--- src/hdl/bbc_pkg.sv ---
// Types, constants and the character decoder of the bracket balance checker.
package bbc_pkg;

   localparam int unsigned BBC_DEPTH = 64;

   localparam logic [7:0] CHAR_ROUND_OPEN   = 8'h28;
   localparam logic [7:0] CHAR_ROUND_CLOSE  = 8'h29;
   localparam logic [7:0] CHAR_SQUARE_OPEN  = 8'h5B;
   localparam logic [7:0] CHAR_SQUARE_CLOSE = 8'h5D;
   localparam logic [7:0] CHAR_CURLY_OPEN   = 8'h7B;
   localparam logic [7:0] CHAR_CURLY_CLOSE  = 8'h7D;

   typedef logic [1:0] kind_type;

   localparam kind_type KIND_NONE   = 2'd0;
   localparam kind_type KIND_ROUND  = 2'd1;
   localparam kind_type KIND_SQUARE = 2'd2;
   localparam kind_type KIND_CURLY  = 2'd3;

   typedef struct packed {
      logic [7:0] char_code;
      logic       no_char;
      logic       last;
   } req_type;

   typedef struct packed {
      logic balanced;
      logic overflowed;
   } rsp_type;

   typedef struct packed {
      logic     is_open;
      logic     is_close;
      kind_type kind;
   } decode_type;

   // one word in flight between the tracking stage and the resolve stage
   typedef struct packed {
      logic     pop_check;
      kind_type kind;
      logic     last;
      logic     overflow;
      logic     error;
      logic     level_zero;
      logic     any_char;
   } stage_type;

   function automatic decode_type decode_char(input logic [7:0] c);
      decode_type d;
      d = '{is_open: 1'b0, is_close: 1'b0, kind: KIND_NONE};
      case (c)
         CHAR_ROUND_OPEN:   d = '{is_open: 1'b1, is_close: 1'b0, kind: KIND_ROUND};
         CHAR_SQUARE_OPEN:  d = '{is_open: 1'b1, is_close: 1'b0, kind: KIND_SQUARE};
         CHAR_CURLY_OPEN:   d = '{is_open: 1'b1, is_close: 1'b0, kind: KIND_CURLY};
         CHAR_ROUND_CLOSE:  d = '{is_open: 1'b0, is_close: 1'b1, kind: KIND_ROUND};
         CHAR_SQUARE_CLOSE: d = '{is_open: 1'b0, is_close: 1'b1, kind: KIND_SQUARE};
         CHAR_CURLY_CLOSE:  d = '{is_open: 1'b0, is_close: 1'b1, kind: KIND_CURLY};
         default:           d = '{is_open: 1'b0, is_close: 1'b0, kind: KIND_NONE};
      endcase
      return d;
   endfunction

endpackage

--- src/hdl/bbc_track.sv ---
// Front stage: decode the word, move the stack level, push and issue top reads.
module bbc_track #(
   parameter int unsigned DEPTH = bbc_pkg::BBC_DEPTH,
   localparam int unsigned ADDR_W = $clog2(DEPTH),
   localparam int unsigned LEVEL_W = $clog2(DEPTH + 1)
) (
   input  logic                clock,
   input  logic                reset,
   input  logic                issue,
   input  bbc_pkg::req_type    req_data,
   input  logic                string_err,
   output logic                wr_en,
   output logic [ADDR_W-1:0]   wr_addr,
   output bbc_pkg::kind_type   wr_data,
   output logic                rd_en,
   output logic [ADDR_W-1:0]   rd_addr,
   output bbc_pkg::stage_type  stage_word
);

   localparam logic [LEVEL_W-1:0] LEVEL_FULL = LEVEL_W'(DEPTH);

   logic [LEVEL_W-1:0] level_ff, level_in, level_nx, level_dec;
   logic               err_ff, err_in, err_nx;
   logic               ovf_ff, ovf_in, ovf_nx;
   logic               any_ff, any_in, any_nx;
   bbc_pkg::decode_type dec;
   logic               has_char, halted, do_push, do_pop, full, empty;

   always_comb begin
      dec       = bbc_pkg::decode_char(req_data.char_code);
      has_char  = !req_data.no_char;
      halted    = err_ff | string_err;
      do_push   = issue & has_char & !halted & dec.is_open;
      do_pop    = issue & has_char & !halted & dec.is_close;
      full      = (level_ff == LEVEL_FULL);
      empty     = (level_ff == '0);
      level_dec = level_ff - 1'b1;

      level_nx = level_ff;
      err_nx   = err_ff;
      ovf_nx   = ovf_ff;
      any_nx   = any_ff | has_char;

      if (do_push) begin
         if (full) begin
            ovf_nx = 1'b1;
            err_nx = 1'b1;
         end else begin
            level_nx = level_ff + 1'b1;
         end
      end
      if (do_pop) begin
         if (empty) begin
            err_nx = 1'b1;
         end else begin
            level_nx = level_dec;
         end
      end

      wr_en   = do_push & !full;
      wr_addr = level_ff[ADDR_W-1:0];
      wr_data = dec.kind;
      rd_en   = do_pop & !empty;
      rd_addr = level_dec[ADDR_W-1:0];

      stage_word = '{pop_check:  do_pop & !empty,
                     kind:       dec.kind,
                     last:       req_data.last,
                     overflow:   ovf_nx,
                     error:      err_nx,
                     level_zero: (level_nx == '0),
                     any_char:   any_nx};

      // clear the string state once the last word is taken
      level_in = level_ff;
      err_in   = err_ff;
      ovf_in   = ovf_ff;
      any_in   = any_ff;
      if (issue) begin
         if (req_data.last) begin
            level_in = '0;
            err_in   = 1'b0;
            ovf_in   = 1'b0;
            any_in   = 1'b0;
         end else begin
            level_in = level_nx;
            err_in   = err_nx;
            ovf_in   = ovf_nx;
            any_in   = any_nx;
         end
      end
   end

   always_ff @(posedge clock) begin
      if (reset) begin
         level_ff <= '0;
         err_ff   <= 1'b0;
         ovf_ff   <= 1'b0;
         any_ff   <= 1'b0;
      end else begin
         level_ff <= level_in;
         err_ff   <= err_in;
         ovf_ff   <= ovf_in;
         any_ff   <= any_in;
      end
   end

endmodule

--- config.mk ---
export PLATFORM = sky130hd
export DESIGN_NAME = bbc_track
export DESIGN_NICKNAME = d
export VERILOG_FILES = /design/src/hdl/bbc_pkg.sv /design/src/hdl/bbc_track.sv
export SDC_FILE = /design/constraint.sdc
export NUM_CORES = 1
export LEC_CHECK = 0
export BUFFER_PORTS_ARGS = -buffer_cell sky130_fd_sc_hd__clkbuf_2
export CAP_MARGIN = 20
export CORE_UTILIZATION = 40
export CTS_BUF_LIST = sky130_fd_sc_hd__clkbuf_8
export DETAILED_ROUTE_END_ITERATION = 12
export PLACE_DENSITY = 0.77
export REMOVE_ABC_BUFFERS = 1
export SLEW_MARGIN = 25
export SYNTH_ARGS = -nofsm -noshare
export SYNTH_HDL_FRONTEND = slang
export SYNTH_SLANG_ARGS = --single-unit
--- constraint.sdc ---
create_clock -name clock -period 5.01 [get_ports clock]
set_input_delay 0.2505 -clock clock [delete_from_list [all_inputs] [get_ports clock]]
set_output_delay 0.2505 -clock clock [all_outputs]
set_load 0.02 [all_outputs]
==> results of run 1 <==
layer usage:
metal  vias to the layer above  track usage, %
met5                         -               0
met2                        29            31.9
li1                        501               -
met3                         5            2.59
met4                         0            7.89
met1                       484            21.6
power breakdown:
group	leakage (nW)	switching, mW	internal [mW]
clock network	0.0288	0.0337	0.0692
logic	0.432	0.0123	0.00911
registers	0.0807	0.000209	0.0802
total	0.541	0.0462	0.159
kinds of logic (layout without fill, tap and decap cells):
| kind of cell | count (synthesis) | in the layout | share of synthesized area (%) |
|---|---|---|---|
| buffers and inverters | 27 | 48 | 14.6 |
| AND/OR/NAND/NOR | 52 | 52 | 30.9 |
| XOR/XNOR | 10 | 10 | 8.28 |
| adder cells (fa/ha/maj) | 3 | 3 | 3.55 |
| multiplexers | 1 | 1 | 0.947 |
| flip-flops | 10 | 10 | 18.9 |
| AO/OA/AOI/OAI | 30 | 30 | 22.8 |
flip-flops by register name (all words and copies together) (netlist names):
signal and flops:
any_ff 1, err_ff 1, level_ff 7, ovf_ff 1
final cells by class:
cell class | instances | area (um^2) | share of cell area, %
multi-input cells | 96 | 703 | 58.2
flip-flops and latches | 10 | 200 | 16.6
repair buffers | 37 | 185 | 15.3
clock buffers | 4 | 55.1 | 4.56
well taps | 30 | 37.5 | 3.11
inverters | 7 | 26.3 | 2.18
path summary, 6_finish.rpt:
check                       from                        to  slack (ns)  cells after the start
min reg2reg  any_ff$_SDFFE_PP0P_       any_ff$_SDFFE_PP0P_        0.47                      1
max reg2reg  err_ff$_SDFFE_PP0P_  level_ff[5]$_SDFFE_PP0P_        2.43                      6
min                        reset  level_ff[6]$_SDFFE_PP0P_        0.29                      2
max          err_ff$_SDFFE_PP0P_             stage_word[1]        1.86                      8
cells in the final DEF (no fill, tap or decap), drive strengths merged, types with 3 or more instances in the layout:
cell type,synthesis,layout
clkbuf,5,41
nor2,11,11
dfxtp,10,10
a21oi,8,8
inv,7,7
xnor2,7,7
nand2b,6,6
nand2,5,5
nor2b,4,4
a211oi,4,4
nor3,3,3
xor2,3,3
or3,3,3
nand4,3,3
ha,3,3
a22oi,3,3
metrics by stage:
stage | hold WS (ns) | worst slack, ns | power (mW) | instance area [um^2]
3_3_place_gp | 0.440 | 2.09 | 0.102 | 1150
3_5_place_dp | 0.453 | 2.01 | 0.103 | 1150
5_1_grt | 0.323 | 1.65 | 0.211 | 1210
6_report | 0.293 | 1.86 | 0.205 | 1210
4_1_cts | 0.299 | 1.84 | 0.206 | 1210
2_1_floorplan | 0.320 | 1.84 | 0.0910 | 930
critical path, cell delays in order (launching register included):
cell	delay [ns]
sky130_fd_sc_hd__dfxtp_1	0.31
sky130_fd_sc_hd__or4b_1	0.63
sky130_fd_sc_hd__a311o_1	0.38
sky130_fd_sc_hd__a21oi_2	0.42
sky130_fd_sc_hd__a32oi_2	0.21
sky130_fd_sc_hd__xnor2_1	0.18
sky130_fd_sc_hd__nand2_1	0.08
sky130_fd_sc_hd__nor4b_2	0.24
sky130_fd_sc_hd__clkbuf_2	0.20
synth_stat cells (2+ instances only):
library cell,instances
sky130_fd_sc_hd__ha_1,3
sky130_fd_sc_hd__nand2b_1,6
sky130_fd_sc_hd__buf_4,14
sky130_fd_sc_hd__nand3b_1,2
sky130_fd_sc_hd__a31oi_1,2
sky130_fd_sc_hd__a21oi_1,6
sky130_fd_sc_hd__nor3b_1,2
sky130_fd_sc_hd__or3_1,3
sky130_fd_sc_hd__o21ai_0,2
sky130_fd_sc_hd__xnor2_1,7
sky130_fd_sc_hd__a21o_1,2
sky130_fd_sc_hd__clkbuf_1,5
sky130_fd_sc_hd__nor3_1,3
sky130_fd_sc_hd__and3_1,2
sky130_fd_sc_hd__xor2_1,3
sky130_fd_sc_hd__inv_1,7
sky130_fd_sc_hd__nand4_1,3
sky130_fd_sc_hd__nor2_1,11
sky130_fd_sc_hd__dfxtp_1,10
sky130_fd_sc_hd__or4b_1,2
sky130_fd_sc_hd__a211oi_1,3
sky130_fd_sc_hd__nor2b_1,4
sky130_fd_sc_hd__and2_1,2
sky130_fd_sc_hd__a22oi_1,2
sky130_fd_sc_hd__nand2_1,5
==> reports/qor_table.md, run 1 <==
| Step | Metric | This run |
|:---|:---|:---|
| die | Placeable Area | 0.00248 mm^2 |
| cts | Cells resized by post-CTS repair | 0 |
| global route | Overall overflow remaining after global route | 0 |
| timing | Relative max-transition margin | 64.4% |
| global route | Number of antenna violations at the first check in global routing | 0 |
| layout | Count of non-filler cells in the finished layout | 184 |
| timing | Setup repair after global routing missed its margin | no |
| drt | Wirelength per Cell | 12.9 um |
| setup path | Critical path arrival | 2.90 ns |
| yosys | Top cell type's share of synthesized area | 18.9% |
| layout | Final standard cell utilization of the core | 48.7% |
| drt | Number of iterations in the first detailed-routing pass | 4 |
| global route | Global-route wire length before repair | 3770 um |
| yosys | Number of synthesis warnings | 0 |
| drt | Top layer used by detailed routing | met4 |
| placement | Total half-perimeter wirelength after legalization and detailed placement | 1900 um |
| global route | Combined global-route utilization of all metal layers | 18.2% |
| yosys | Proportion of synthesized flip-flops having asynchronous set or reset | 0% |
| layout | Diode insertion count for antenna repair | 0 |
| cts | Number of clock sinks | 10 |
| cts | Number of buffers added for setup after CTS | 0 |
| yosys | Synthesized netlist cell count | 133 |
| power | Leakage | 0.541 nW |
| yosys | Fraction of the yosys area taken by sequential cells | 18.9% |
| die | Effective utilization at floorplan | 42.7% |
| setup path | WS Path Type | flip-flop to output port |
| drt | Routed Wire Length | 2380 um |
| yosys | Flip-flop cell with the highest count after synthesis | sky130_fd_sc_hd__dfxtp_1 |
| job | Max-cap violation count | 0 |
| hold path | Classification of the worst-slack hold path | primary input to flip-flop |
| yosys | Top area cells in the synthesized netlist | sky130_fd_sc_hd__dfxtp_1 19%, sky130_fd_sc_hd__buf_4 9.9%, sky130_fd_sc_hd__xnor2_1 5.8% |
| cts | Clock edge transition at the registers on the reported setup and hold paths | 0.05 ns |
| global route | Vias in the first global route | 916 |
| placement | Number of buffer cells added on primary ports | 37 |
| timing | Number of max-slew violations in the final report | 0 |
| die | Count of boundary I/O pins | 38 |
| outcome | Outcome | finished, final reports clean |
| drt | Initial detailed-routing violation count | 21 |
| cts | Number of buffers inserted during clock tree synthesis | 3 |
| drt | Residual DRC count | 0 |
| timing | Share of the cycle needed by the critical path after routing | 62.9% |
| die | Count of standard-cell rows | 18 |
| drt | Met2 wire len | 1150 um |
| power | Areal power density over the cells | 170 mW/mm^2 |
| layout | Number of nets in the final layout | 172 |
| die | Width of the die | 53.4 um |
| drt | Drt via density | 5.54 |
| setup path | CP required | 4.76 ns |
| timing | FMAX | 317 MHz |
| timing | Accumulated negative setup slack | 0 ns |
| cts | Count of H-tree levels built during CTS | 1 |
| cts | Clock tree buffer depth | 2 |
| setup path | Endpoint type of the worst setup path | output port |
| cts | Cell at the root of the clock tree | sky130_fd_sc_hd__clkbuf_8 |
| placement | Count of placed standard cells including taps | 180 |
| power | Worst VDD drop | 0.147 mV |
| die | Die footprint | 0.00285 mm^2 |
| drt | Wire length on met3 | 117 um |
| setup path | CP Launch Type | flip-flop |
| yosys | Number of enable-type register cells in the synthesized netlist | 0 |
| timing | Fin. Hold Viols | 0 |
| cts | Clock tree from TritonCTS | built |
| placement | RD Place Congestion | 0.907 |
| timing | Post-Route Skew | 0.00456 ns |
| global route | Maximum number of pins on one net before global-route repair | 14 |
| cts | Number of buffers added to fix hold violations after cts | 0 |
| drt | Post-route met1 wirelength | 1060 um |
| yosys | Number of distinct standard cells referenced by the synthesized netlist | 47 |
| yosys | Flop and latch count out of synthesis | 10 |
| yosys | Post-Syn Area per Cell | 7.95 um^2 |
| setup path | Worst-path fanout max | 12 |
| die | Die height | 53.4 um |
| yosys | Cell accounting for the most synthesized area | sky130_fd_sc_hd__dfxtp_1 |
| cts | Insertion delay to the later sink of the worst-skew pair | 0.24 ns |
| drt | Vias | 1019 |
| layout | Area Overhead vs Synth | 14.2% |
| layout | Number of filler cells placed in the layout | 246 |
| drt | Count of nets left with antenna violations after detail routing | 0 |
| timing | Number of failing setup endpoints in the final timing report | 0 |
| timing | Final critical path time including I/O delays and setup | 3.15 ns |
| yosys | Post-synthesis instance area | 0.00106 mm^2 |
| timing | Worst slew pin tran | 0.535 ns |
| layout | Fraction of final layout cells with drive strength greater than 1 | 33.1% |
(Power assumes the default switching activity.)
==> inputs of run 2 (changes only) <==
ABC_AREA = 1   (was unset)
PLACE_DENSITY = 0.79   (was 0.77)
clock period = 2.7 ns   (was 5.01 ns; I/O delays follow)
==> run 2 against run 1 <==
Against the previous run: final cell count is 35% higher; register-to-register slack worse by 1.4 ns; clock skew is 0.0014 ns higher; clock power is 45% higher; critical path type unchanged; critical endpoint unchanged.
==> reports/qor_table.md, run 2 <==
| Step | Metric | This run | Delta |
|:---|:---|:---|:---|
| timing | Setup repair after global routing missed its margin | no |  |
| layout | Largest register FFs | 7 | unchanged |
| yosys | Number of synthesis warnings | 0 | unchanged |
| layout | Fraction of final layout cells with drive strength greater than 1 | 22.5% | -11 points |
| layout | Number of nets in the final layout | 237 | +38% |
| job | Max-cap violation count | 0 | unchanged |
| drt | Wirelength per Cell | 9.95 um | -23% |
| power | Areal power density over the cells | 267 mW/mm^2 | +57% |
| yosys | Post-synthesis instance area | 0.00111 mm^2 | +5.2% |
| hold path | Hold Path Depth | 2 | unchanged |
| timing | Relative max-transition margin | 65.6% | +1.3 points |
| global route | Combined global-route utilization of all metal layers | 18.1% | -0.14 points |
| placement | Number of buffer cells added on primary ports | 37 | unchanged |
| power | Design Power | 338 uW | +65% |
| yosys | Post-Syn Area per Cell | 5.73 um^2 | -28% |
| timing | FMAX | 461 MHz |  |
| die | Die footprint | 0.00300 mm^2 | +5.0% |
| yosys | Cell accounting for the most synthesized area | sky130_fd_sc_hd__nand2_1 |  |
| timing | Share of the cycle needed by the critical path after routing | 80.4% |  |
| setup path | Endpoint type of the worst setup path | output port |  |
| yosys | Library cell with the highest instance count after synthesis | sky130_fd_sc_hd__nand2_1 |  |
| power | Power share of the combinational group | 11.8% | +1.4 points |
| setup path | Delay contributed by the slowest stage of the critical path | 0.42 ns | -0.21 ns |
| timing | Number of max-slew violations in the final report | 0 | unchanged |
| drt | Routed Wire Length | 2470 um | +3.9% |
| timing | Final critical path time including I/O delays and setup | 2.17 ns |  |
| drt | Initial detailed-routing violation count | 34 | +62% |
| setup path | Cell-by-cell trace of the critical path | inv_1 -> ha_1 -> nand4_2 -> nand3_4 -> or2_1 -> nand2_1 -> nand3_1 -> nor2_1 -> clkbuf_2 |  |
| layout | Most frequent standard cell in the layout excluding fill and tap cells | sky130_fd_sc_hd__nand2_1 |  |
| power | Internal power | 261 uW | +64% |
| die | Die height | 54.7 um | +2.5% |
| die | Placeable Area | 0.00254 mm^2 | +2.7% |
| cts | Number of clock sinks | 10 | unchanged |
| die | Effective utilization at floorplan | 43.7% | +1.0 points |
| hold path | Worst min-delay path endpoint | level_ff[5]$_SDFFE_PP0P_ |  |
| power | Switching power as a share of total power | 22.8% | +0.27 points |
| setup path | Critical register-to-register path endpoint | level_ff[3]$_SDFFE_PP0P_ |  |
| global route | Number of antenna violations at the first check in global routing | 0 | unchanged |
| layout | Most used cells in the layout excluding fill and tap cells | 73 x sky130_fd_sc_hd__nand2_1, 37 x sky130_fd_sc_hd__clkbuf_2, 23 x sky130_fd_sc_hd__inv_1, 20 x sky130_fd_sc_hd__nand3_1, 17 x sky130_fd_sc_hd__nor2_1 |  |
| setup path | WS Path Type | flip-flop to output port |  |
| yosys | Fraction of the yosys area taken by sequential cells | 18.0% | -0.94 points |
| cts | Number of buffers added for setup after CTS | 0 | unchanged |
| layout | Number of filler cells placed in the layout | 280 | +14% |
| setup path | Slowest cell on the critical path | sky130_fd_sc_hd__dfxtp_1 |  |
| drt | Vias | 1193 | +17% |
| yosys | Flip-flop cell with the highest count after synthesis | sky130_fd_sc_hd__dfxtp_1 |  |
| hold path | Hold_sp | reset |  |
| power | Register share of total power | 44.2% | +4.9 points |
| global route | Global-route wire length before repair | 3880 um | +2.7% |
| cts | Cells resized by post-CTS repair | 0 | unchanged |
| placement | Instance area at placement | 0.00122 mm^2 | +6.2% |
| cts | Insertion delay to the later sink of the worst-skew pair | 0.23 ns | about the same |
| layout | FF+latch area | 200 um^2 | unchanged |
| timing | Worst slew pin tran | 0.514 ns | -0.0208 ns |
| die | Count of boundary I/O pins | 38 | unchanged |
| setup path | Worst-path fanout max | 9 | -3 |
| power | Clk pwr share | 44.0% | -6.3 points |
| cts | Cell at the root of the clock tree | sky130_fd_sc_hd__clkbuf_8 |  |
| yosys | Number of distinct standard cells referenced by the synthesized netlist | 26 | -45% |
| drt | Number of iterations in the first detailed-routing pass | 4 | unchanged |
| timing | Worst Hold Slack | 0.198 ns | -0.0942 ns |
| setup path | CP Launch Type | flip-flop |  |
| timing | Post-Route Skew | 0.00598 ns | +0.00142 ns |
| cts | Clock tree buffer depth | 2 | unchanged |
| layout | Area of the multi-input gates | 703 um^2 | unchanged |
| layout | Area Overhead vs Synth | 13.7% |  |
| drt | Count of nets left with antenna violations after detail routing | 0 | unchanged |
| power | Net switching component of the power | 77.1 uW | +67% |
| setup path | Worst R2R Setup Slack | 1.02 ns | -1.41 ns |
| layout | Diode insertion count for antenna repair | 0 | unchanged |
| power | Worst VDD drop | 0.249 mV | +70% |
| cts | Number of buffers inserted during clock tree synthesis | 3 | unchanged |
| timing | Number of failing setup endpoints in the final timing report | 0 | unchanged |
| cts | Clock edge transition at the registers on the reported setup and hold paths | 0.05 ns | about the same |
| setup path | Critical path arrival | 2.04 ns | -0.86 ns |
| outcome | Outcome | finished, final reports clean |  |
| power | Leakage | 0.684 nW | +26% |
| hold path | Classification of the worst-slack hold path | primary input to flip-flop |  |
| placement | RD Place Congestion | 0.918 | +1.2% |
| timing | Accumulated negative setup slack | 0 ns | unchanged |
| yosys | Flop and latch count out of synthesis | 10 | unchanged |
| global route | Overall overflow remaining after global route | 0 | unchanged |
| global route | Vias in the first global route | 888 | -3.1% |
| setup path | CP required | 2.57 ns | -2.19 ns |
| cts | Count of H-tree levels built during CTS | 1 | unchanged |
| global route | Maximum number of pins on one net before global-route repair | 10 | -4 |
| layout | Final Cell Area | 0.00126 mm^2 | +4.8% |
| die | Count of standard-cell rows | 18 | unchanged |
| yosys | Proportion of synthesized flip-flops having asynchronous set or reset | 0% | unchanged |
| yosys | Top area cells in the synthesized netlist | sky130_fd_sc_hd__nand2_1 25%, sky130_fd_sc_hd__dfxtp_1 18%, sky130_fd_sc_hd__nand3_1 9.0% |  |
| drt | Drt via density | 4.81 | -13% |
| drt | Residual DRC count | 0 | unchanged |
| timing | Fin. Hold Viols | 0 | unchanged |
| yosys | Number of enable-type register cells in the synthesized netlist | 0 | unchanged |
| yosys | Synthesized netlist cell count | 194 | +46% |
| cts | Clock tree from TritonCTS | built |  |
| setup path | Source of the worst register-to-register timing path | level_ff[0]$_SDFFE_PP0P_ |  |
| yosys | Top cell type's share of synthesized area | 24.6% | +5.7 points |
| die | Width of the die | 54.7 um | +2.5% |
| yosys | Most frequent cells after synthesis | 73 x sky130_fd_sc_hd__nand2_1, 23 x sky130_fd_sc_hd__inv_1, 20 x sky130_fd_sc_hd__nand3_1 |  |
| setup path | Number of cells on the worst reg-to-reg path | 9 | +3 |
| placement | Total half-perimeter wirelength after legalization and detailed placement | 2070 um | +8.9% |
| cts | Number of buffers added to fix hold violations after cts | 0 | unchanged |
| layout | Largest register by flop count | level_ff |  |
[run 2: how the worst max path moves through the flow]
stage	start	to	slack, ns	cells past startpoint
detailed placement	level_ff[0]$_SDFFE_PP0P_	stage_word[1]	0.78	9
finish	level_ff[0]$_SDFFE_PP0P_	stage_word[1]	0.53	9
global route	level_ff[0]$_SDFFE_PP0P_	stage_word[1]	0.34	10
CTS	level_ff[0]$_SDFFE_PP0P_	stage_word[1]	0.53	9
floorplan	level_ff[0]$_SDFFE_PP0P_	stage_word[1]	0.52	11
global placement	level_ff[0]$_SDFFE_PP0P_	stage_word[1]	0.82	9
[run 2: logic make-up (layout without fill, tap and decap cells)]
group           after synthesis  in the layout  synth area share (%)
simple gates                118            118                  46.9
buf+inv                      42             66                  18.8
compound gates               15             15                  8.21
flops                        10             10                  18.0
xor+xnor                      6              6                  4.72
fa+ha+maj                     3              3                  3.37
[run 2: area by class of cell]
cell class / count / area share, %
Tap cell: 30 / 2.97
Clock buffer: 3 / 3.26
Inverter: 26 / 7.72
Sequential cell: 10 / 15.8
Timing Repair Buffer: 37 / 14.6
Multi-Input combinational cell: 142 / 55.6
[run 2: worst max-delay path, delay by kind of cell (launching register included)]
| kind | cells | cell delay (ns) |
|---|---|---|
| AND/OR/NAND/NOR | 6 | 0.82 |
| flip-flops | 1 | 0.42 |
| buffers and inverters | 2 | 0.32 |
| adder cells (fa/ha/maj) | 1 | 0.25 |
[run 2: per-stage QoR]
stage / util [%] / instances / setup slack, ns
3_5_place_dp: 48.1 / 245 / 0.777
4_1_cts: 49.7 / 248 / 0.525
6_report: 49.7 / 248 / 0.530
2_1_floorplan: - / 178 / 0.517
3_3_place_gp: 48.1 / 245 / 0.819
5_1_grt: 49.7 / 248 / 0.343
[run 2: routing by layer]
layer	vias to the layer above	global-route usage (%)	part of all wire, %
met4	0	7.69	1.5
met2	46	27.9	45
met3	5	1.94	6.8
met1	502	24.9	47
met5	-	0	0
li1	640	-	-
[run 2: power groups by stage]
stage               combinational (mW)  clock (mW)  sequential, mW
finish                          0.0398       0.149           0.149
global route                    0.0447       0.162           0.149
CTS                             0.0402       0.153           0.149
detailed placement              0.0400           0           0.152
global placement                0.0399           0           0.152
floorplan                       0.0195           0           0.152
==> inputs of run 3 (changes only) <==
PLACE_DENSITY = 0.76   (was 0.79)
clock period = 2.2 ns   (was 2.7 ns; I/O delays follow)
==> run 3 against run 2 <==
Against the previous run: die area unchanged; non-clock buffer count increased by 3; global-route usage increased by 1.5 points; sequential cell count unchanged; clock-buffer cell count unchanged; first-iteration DRC count increased by 8.8%; sequential share of layout area decreased by 0.17 points; worst hold slack got worse by 0.034 ns; final cell count increased by 1.2%; critical path depth unchanged; core utilization increased by 1.2 points; clock skew decreased by 0.0046 ns.
==> reports/qor_table.md, run 3 (synthesized netlist as in run 2, its figures left out) <==
| Step | Metric | This run | Delta |
|:---|:---|:---|:---|
| die | Count of boundary I/O pins | 38 | unchanged |
| global route | Combined global-route utilization of all metal layers | 19.6% | +1.5 points |
| drt | Vias | 1189 | -0.34% |
| global route | Vias in the first global route | 947 | +6.6% |
| drt | Routed Wire Length | 2540 um | +2.9% |
| power | Worst VDD drop | 0.379 mV | +52% |
| setup path | CP Launch Type | flip-flop |  |
| placement | Number of buffer cells added on primary ports | 37 | unchanged |
| layout | Diode insertion count for antenna repair | 0 | unchanged |
| hold path | Classification of the worst-slack hold path | primary input to flip-flop |  |
| drt | Residual DRC count | 0 | unchanged |
| timing | Fin. Hold Viols | 0 | unchanged |
| layout | Most used cells in the layout excluding fill and tap cells | 73 x sky130_fd_sc_hd__nand2_1, 37 x sky130_fd_sc_hd__clkbuf_2, 21 x sky130_fd_sc_hd__inv_1, 20 x sky130_fd_sc_hd__nand3_1, 16 x sky130_fd_sc_hd__nor2_1 |  |
| timing | Number of max-slew violations in the final report | 0 | unchanged |
| cts | Clock tree buffer depth | 2 | unchanged |
| die | Width of the die | 54.7 um | unchanged |
| placement | Minimum setup slack after placement | 0.314 ns | -0.463 ns |
| die | Count of standard-cell rows | 18 | unchanged |
| setup path | WS Path Type | flip-flop to output port |  |
| timing | Setup repair after global routing missed its margin | no |  |
| setup path | CP required | 2.09 ns | -0.48 ns |
| layout | Largest register by flop count | level_ff |  |
| layout | FF+latch area | 203 um^2 | +1.2% |
| layout | Area Overhead vs Synth | 16.4% |  |
| cts | Cell at the root of the clock tree | sky130_fd_sc_hd__clkbuf_8 |  |
| timing | Share of the cycle needed by the critical path after routing | 90.5% |  |
| global route | Maximum number of pins on one net before global-route repair | 10 | unchanged |
| cts | Count of H-tree levels built during CTS | 1 | unchanged |
| cts | Number of clock sinks | 10 | unchanged |
| layout | Area of the multi-input gates | 708 um^2 | +0.71% |
| die | Die footprint | 0.00300 mm^2 | unchanged |
| global route | Number of antenna violations at the first check in global routing | 0 | unchanged |
| layout | Number of filler cells placed in the layout | 268 | -4.3% |
| setup path | Endpoint type of the worst setup path | output port |  |
| timing | FMAX | 503 MHz |  |
| layout | Fraction of final layout cells with drive strength greater than 1 | 26.2% | +3.8 points |
| global route | Global-route wire length before repair | 4170 um | +7.7% |
| outcome | Outcome | finished, final reports clean |  |
| power | Leakage | 0.700 nW | +2.4% |
| die | Placeable Area | 0.00254 mm^2 | unchanged |
| setup path | Worst-path fanout max | 9 | unchanged |
| cts | Clock edge transition at the registers on the reported setup and hold paths | 0.04 ns | about the same |
| cts | Number of buffers inserted during clock tree synthesis | 3 | unchanged |
| layout | Final standard cell utilization of the core | 50.9% | +1.2 points |
| job | Max-cap violation count | 0 | unchanged |
| layout | Number of nets in the final layout | 240 | +1.3% |
| die | Die height | 54.7 um | unchanged |
| placement | Total half-perimeter wirelength after legalization and detailed placement | 2140 um | +3.0% |
| drt | Drt via density | 4.74 | -1.5% |
| cts | Clock tree from TritonCTS | built |  |
| drt | Number of iterations in the first detailed-routing pass | 4 | unchanged |
| layout | Most frequent standard cell in the layout excluding fill and tap cells | sky130_fd_sc_hd__nand2_1 |  |
| global route | Overall overflow remaining after global route | 0 | unchanged |
| layout | Largest register FFs | 7 | unchanged |
| cts | Number of buffers added for setup after CTS | 0 | unchanged |
| timing | Final critical path time including I/O delays and setup | 1.99 ns |  |
| power | Areal power density over the cells | 315 mW/mm^2 | +18% |
| timing | Accumulated negative setup slack | 0 ns | unchanged |
| timing | Post-Route Skew | 0.00133 ns | -0.00465 ns |
| timing | Fin worst setup slack | 0.210 ns | -0.320 ns |
| die | Effective utilization at floorplan | 43.7% | unchanged |
| drt | Count of nets left with antenna violations after detail routing | 0 | unchanged |
| placement | RD Place Congestion | 0.908 | -1.1% |
| drt | Wirelength per Cell | 10.1 um | +1.7% |
| timing | Worst slew pin tran | 0.516 ns | +0.00191 ns |
| timing | Relative max-transition margin | 65.5% | -0.13 points |
| timing | Number of failing setup endpoints in the final timing report | 0 | unchanged |
| drt | Initial detailed-routing violation count | 37 | +8.8% |
| cts | Insertion delay to the later sink of the worst-skew pair | 0.23 ns | about the same |
| setup path | Critical path arrival | 1.88 ns | -0.16 ns |
==> run 3: timing repair <==
action / CTS / global route
gates resized for setup: 0 / 6
hold buffers: 0 / 0
setup endpoints to repair: 0 / 1
==> run 3: worst max-delay path, stage by stage, from the launching register on <==
cell and delay (ns):
sky130_fd_sc_hd__dfxtp_2 0.38, sky130_fd_sc_hd__inv_2 0.08, sky130_fd_sc_hd__ha_2 0.19, sky130_fd_sc_hd__nand4_2 0.14
sky130_fd_sc_hd__nand3_4 0.15, sky130_fd_sc_hd__or2_1 0.26, sky130_fd_sc_hd__nand2_1 0.06, sky130_fd_sc_hd__nand3_1 0.10
sky130_fd_sc_hd__nor2_1 0.11, sky130_fd_sc_hd__clkbuf_2 0.17
==> run 3: layout make-up <==
| type | count | area share [%] |
|---|---|---|
| well taps | 30 | 2.90 |
| multi-input cells | 142 | 54.7 |
| repair buffers | 40 | 16.0 |
| inverters | 26 | 7.54 |
| flip-flops and latches | 10 | 15.7 |
| clock buffers | 3 | 3.19 |
==> run 3: power breakdown <==
| part | internal, mW | switching (mW) |
|---|---|---|
| Combinational | 0.0177 | 0.0309 |
| Clock | 0.119 | 0.0578 |
| Sequential | 0.183 | 0.000262 |
| Total | 0.319 | 0.0889 |
==> run 3: final timing paths <==
check                                              start                       end  slack, ns  cells past startpoint
worst max-delay path            level_ff[0]$_SDFFE_PP0P_             stage_word[1]       0.21                      9
worst max register to register  level_ff[0]$_SDFFE_PP0P_  level_ff[5]$_SDFFE_PP0P_       0.69                      8
worst min-delay path                               reset  level_ff[1]$_SDFFE_PP0P_       0.16                      2
worst min register to register       any_ff$_SDFFE_PP0P_       any_ff$_SDFFE_PP0P_       0.47                      2
==> run 3: through the flow <==
stage | instance area [um^2] | hold slack [ns] | std cells | power (mW)
after global placement | 1250 | 0.412 | 248 | 0.236
after detailed placement | 1250 | 0.411 | 248 | 0.235
after floorplan | 1000 | 0.179 | 178 | 0.210
after global routing | 1290 | 0.181 | 251 | 0.434
after CTS | 1290 | 0.170 | 251 | 0.415
final | 1290 | 0.164 | 251 | 0.408
==> run 3: metal layers <==
metal	track usage [%]	routed length, um
met5	0	0
met4	8.55	16
met3	2.50	113
met2	29.7	1150
met1	27.1	1260
